[config.mk]
export PLATFORM = sky130hd
export DESIGN_NAME = dtec_pipe_reg
export DESIGN_NICKNAME = d
export VERILOG_FILES = /design/src/rtl/dtec_pkg.sv /design/src/rtl/dtec_pipe_reg.sv
export SDC_FILE = /design/constraint.sdc
export NUM_CORES = 1
export LEC_CHECK = 0
export BUFFER_PORTS_ARGS = -buffer_cell sky130_fd_sc_hd__clkbuf_2
export CAP_MARGIN = 30
export CORE_ASPECT_RATIO = 1.2
export CORE_UTILIZATION = 40
export DETAILED_ROUTE_END_ITERATION = 7
export GPL_TIMING_DRIVEN = 0
export PLACE_DENSITY = 0.77
export SYNTH_ARGS = -nofsm -noshare
export SYNTH_HDL_FRONTEND = slang
export SYNTH_SLANG_ARGS = --single-unit
[constraint.sdc]
create_clock -name aclk -period 1.56 [get_ports aclk]
set_input_delay 0.078 -clock aclk [delete_from_list [all_inputs] [get_ports aclk]]
set_output_delay 0.078 -clock aclk [all_outputs]
set_load 0.01 [all_outputs]
[src/rtl/dtec_pkg.sv]
`timescale 1ns / 1ps
`default_nettype none
// ----------------------------------------------------------------------------
// dtec_pkg
// Shared types and constants for the date/time to seconds converter: the
// word carried down the pipeline and the cumulative day offset table.
// ----------------------------------------------------------------------------
package dtec_pkg;

    localparam int NUM_STAGES = 6;

    localparam logic [10:0] BLOCK_DAYS = 11'd1461;

    // blk = (days * BLOCK_RECIP) >> BLOCK_SHIFT is exact for days below 94519
    localparam logic [16:0] BLOCK_RECIP = 17'd91868;
    localparam int          BLOCK_SHIFT = 27;

    // q = (x * RECIP_60) >> 37 and q = (x * RECIP_24) >> 36, exact for 32-bit x
    localparam logic [31:0] RECIP_60 = 32'h8888_8889;
    localparam logic [31:0] RECIP_24 = 32'hAAAA_AAAB;

    localparam logic [0:0] REQ_PACK   = 1'b0;
    localparam logic [0:0] REQ_UNPACK = 1'b1;

    localparam logic [10:0] DAY_OFFSET [4][12] = '{
        '{11'd0,    11'd31,   11'd60,   11'd91,   11'd121,  11'd152,
          11'd182,  11'd213,  11'd244,  11'd274,  11'd305,  11'd335},
        '{11'd366,  11'd397,  11'd425,  11'd456,  11'd486,  11'd517,
          11'd547,  11'd578,  11'd609,  11'd639,  11'd670,  11'd700},
        '{11'd731,  11'd762,  11'd790,  11'd821,  11'd851,  11'd882,
          11'd912,  11'd943,  11'd974,  11'd1004, 11'd1035, 11'd1065},
        '{11'd1096, 11'd1127, 11'd1155, 11'd1186, 11'd1216, 11'd1247,
          11'd1277, 11'd1308, 11'd1339, 11'd1369, 11'd1400, 11'd1430}
    };

    // acc holds days/seconds when packing, else the running quotient and then
    // the day in block; sec, min and hour hold inputs, or results when unpacking
    typedef struct packed {
        logic        req;
        logic [31:0] acc;
        logic [5:0]  sec;
        logic [5:0]  min;
        logic [4:0]  hour;
        logic [4:0]  day;
        logic [3:0]  month;
        logic [7:0]  year;
        logic [1:0]  row;
    } dtec_word_t;

endpackage
`default_nettype wire

[src/rtl/dtec_pipe_reg.sv]
`timescale 1ns / 1ps
`default_nettype none
// ----------------------------------------------------------------------------
// dtec_pipe_reg
// One pipeline register with its valid bit; it takes a new word whenever it
// is empty or its word leaves in the same cycle.
// ----------------------------------------------------------------------------
module dtec_pipe_reg (
    input  wire                     aclk,
    input  wire                     aresetn,
    input  wire                     in_valid,
    output logic                    in_ready,
    input  dtec_pkg::dtec_word_t    in_data,
    output logic                    out_valid,
    input  wire                     out_ready,
    output dtec_pkg::dtec_word_t    out_data
);
    import dtec_pkg::*;

    logic       valid_reg;
    logic       valid_next;
    dtec_word_t data_reg;

    assign in_ready   = !valid_reg || out_ready;
    assign valid_next = in_ready ? in_valid : valid_reg;
    assign out_valid  = valid_reg;
    assign out_data   = data_reg;

    always_ff @(posedge aclk) begin
        if (!aresetn) begin
            valid_reg <= 1'b0;
        end else begin
            valid_reg <= valid_next;
        end
    end

    always_ff @(posedge aclk) begin
        if (in_ready && in_valid) begin
            data_reg <= in_data;
        end
    end

endmodule
`default_nettype wire
# Word-level counts from Yosys, hierarchy flattened
# Cells that the tools add are included.
[word_totals] ff_bits=70 in_bits=73 output_inout_bits=71
[classes] reduce_logical=3
[ops] op="1-bit logical AND" count=1
[ops] op="1-bit zero test" count=1
[ops] op="1-bit logical OR" count=1

# Longest topological paths before layout
[logic_depth] ltp_word=3 mapped_depth=2

# Least setup slack after synthesis
# Ideal clock, no wire load.
[synth_timing] kind="reg2reg" from="register valid_reg (netlist: out_valid)" to="register data_reg (netlist bit out_data[0]) (enable)" slack_ps=146 arrival_ps=1035 path_stages_with_launch=3 path_buffers=0 period_less_slack_ps=1414 setup_ps=378 t_required_ps=1182 cell_sequence="dfxtp_1 > nand2b_4 > and2_4"
[synth_between] elab_chain_cells=3
[synth_rtl] element="start: declaration" line="dtec_pipe_reg.sv:20" rtl="logic valid_reg;"
[synth_rtl] element="start signal: assignment" line="dtec_pipe_reg.sv:33" rtl="valid_reg <= valid_next;"
[synth_rtl] element="1-bit zero test" line="dtec_pipe_reg.sv:24" rtl="assign in_ready = !valid_reg || out_ready;"
[synth_rtl] element="1-bit logical OR" line="dtec_pipe_reg.sv:24"
[synth_rtl] element="via in_ready" line="dtec_pipe_reg.sv:12" rtl="output logic in_ready,"
[synth_rtl] element="1-bit logical AND" line="dtec_pipe_reg.sv:38" rtl="if (in_ready && in_valid) begin"
[synth_rtl] element="end signal: assignment" line="dtec_pipe_reg.sv:39" rtl="data_reg <= in_data;"
[synth_rtl] element="end: declaration" line="dtec_pipe_reg.sv:22" rtl="dtec_word_t data_reg;"
# The timed path passes the listed nets, and every way through them passes these cells.
# A chain may end at the register's enable or synchronous reset.

# Worst setup path in the final report
[layout_timing] from="register valid_reg (netlist: out_valid)" to="register data_reg (netlist bit out_data[57]) (enable)"
[layout_between] elab_chain_cells=3
[layout_rtl] element="1-bit zero test" line="dtec_pipe_reg.sv:24"
[layout_rtl] element="1-bit logical OR" line="dtec_pipe_reg.sv:24"
[layout_rtl] element="1-bit logical AND" line="dtec_pipe_reg.sv:38"
# Every way passes these cells.

==> metrics.yaml <==
clock_tree:
  postCtsSetupBuffers: 0
  cts.sinks: 70
  path_clk_slew_ns: 0.07
  cts-buffers-inserted: 9
  cts_tree: "yes"
  root_buffer: "clkbuf_8"
  max-clock-path-buffers: 2
  cts_resized: 0
  htree_num_levels: 3
  insertion_delay_ns: 0.33
timing:
  setup_ws_ns: 0.08851
  layout_worst_path_cycle_share_pct: 94.33
  clock_skew_ns: 0.003980
  grt_setup_unrepaired: "no"
  maxSlewHeadroom_pct: 48.86
  fmax_mhz: 679.6
  setup_viol: 0
  fin_tns_setup_ns: 0
  min_period_ns: 1.471
  slew_violations: 0
  tightest_slew_ns: 0.7671
  finalHoldViolCount: 0
drt:
  drtIter0Drc: 122
  dr.pass1.iters: 4
  drc_errors: 0
  wire_per_inst_um: 14.94
  via_count: 1602
  routed_wl_mm: 5.453
  avgViaCountPerCell: 4.389
  antenna_left: 0
global_route:
  antenna_found_initial: 0
  grt_max_degree: 70
  grt_overflow: 0
  track_usage_pct: 19.50
  grt_pass1_wl_mm: 7.362
  grt_pass1_vias: 1679
setup_path:
  crit_type: "register to register"
  crit_chain: "nand2b_4 -> and2_2"
  worstSetupStartpointType: "register"
  crit_fanout: 34
  required_ns: 1.52
  arrival_ns: 1.43
  max_stage_delay_ns: 0.66
  cp-end-kind: "register"
  slowest_stage: "and2_2"
synth:
  synth_cells: 74
  ys_seq_area_share_pct: 98.24
  ys_types: 6
  synth_fp_nets: 147
  ys_seq_elements: 70
  syn-cell-area_sq_um: 2130
  avgSynthCellArea_sq_um: 28.78
  ys_warn_count: 0
finish:
  fill_cells: 328
  syn_to_final_growth_pct: 79.32
  final_common_cell: "clkbuf_2"
  final_layout_size_suffix_gt1_share_pct: 52.46
  layout_common_cells: "143 x clkbuf_2, 71 x dlygate4sd3_1, 69 x edfxtp_1"
  fin_util_pct: 76.22
  diodes: 0
  fin_nets: 373
floorplan:
  dieHeight_um: 81.93
  die_w_um: 68.61
  ioPinCount: 144
  core_sq_um: 5010
  start_util_pct: 42.51
  rows: 28
  die-area_sq_um: 5621
worst_hold_path:
  min_path_type: "input port to register"
placed_design:
  gp_congestion: 0.6325
  pre_cts_ws_ns: 0.002861
  portBuffers: 143
pwr:
  p_switching_uw: 841.9
  p_leak_nw: 1.686
  p_int_mw: 3.169
  switching_share_pct: 20.99
  p_total_mw: 4.011
  p_per_area_nw_per_um2: 1050
  sequentialPowerShare_pct: 55.6
  p_comb_share_pct: 11.2
  p_clk_share_pct: 33.2
  peakVddDrop_mv: 0.7721
flow_run:
  cap_violations: 0
run_status:
  status: "complete, no violations"
worst paths after layout:
path | from | endpoint | slack, ns | cells past startpoint
max | out_valid | out_data[57] | 0.09 | 2
min | in_valid | out_data[30] | 0.39 | 2
max reg2reg | out_valid | out_data[57] | 0.09 | 2
min reg2reg | out_valid | out_data[30] | 0.97 | 2
registers in the layout, indices dropped and copies added (netlist names):
| register | flops |
|---|---|
| out_valid | 1 |
| out_data | 69 |
worst max-delay path: cells and delay by family (launching register included):
family           cells  cell delay, ns
and+or+nand+nor      2            0.76
DFF                  1            0.34
cell usage after synthesis:
master	instances	area, sq um
a21boi_2	1	11.26
and2_4	1	8.760
dfxtp_1	1	20.02
edfxtp_1	69	2072
inv_1	1	3.750
nand2b_4	1	13.76
final cells by class:
type                            instances  area (sq um)  area share (%)
Sequential cell                        70          2092           54.78
Timing Repair Buffer                  214          1426           37.35
Clock buffer                           10         127.6           3.342
Tap cell                               60         75.07           1.966
Clock inverter                          6         52.55           1.376
Multi-Input combinational cell          4         41.29           1.081
Inverter                                1         3.754         0.09830
cells by family after synthesis:
kind of cell	after synthesis	share of synthesized area, %
AND/OR/NAND/NOR	2	1.058
buffers and inverters	1	0.1761
AO/OA/AOI/OAI	1	0.5288
flip-flops	70	98.24
per-layer routing:
metal  wire (um)  vias up  track usage [%]
met5           0        -                0
met4         112        0            12.29
met3         305       11            4.583
met2        3229       71            36.27
met1        1806      772            18.53
li1            -      748                -
power by group through the flow:
stage	logic, mW	registers [mW]	clock network, mW
floorplan	0.0402	2.33	0
global placement	0.291	2.26	0
detailed placement	0.302	2.27	0
CTS	0.445	2.23	1.37
global route	0.483	2.24	1.44
finish	0.449	2.23	1.33
through the flow:
stage                     cells  instance area, sq um  hold slack (ns)
after detailed placement    277                  2920           0.2566
after global routing        365                  3819           0.4002
after floorplan              74                  2130           0.1769
final                       365                  3819           0.3887
after global placement      277                  2920           0.2550
after CTS                   364                  3811           0.4467
timing repair:
action	4_1_cts	5_1_grt
endpoints found under the hold margin	70	0
setup endpoints to repair	0	69
hold buffers	71	0
Power figures use the tool's default switching activity.
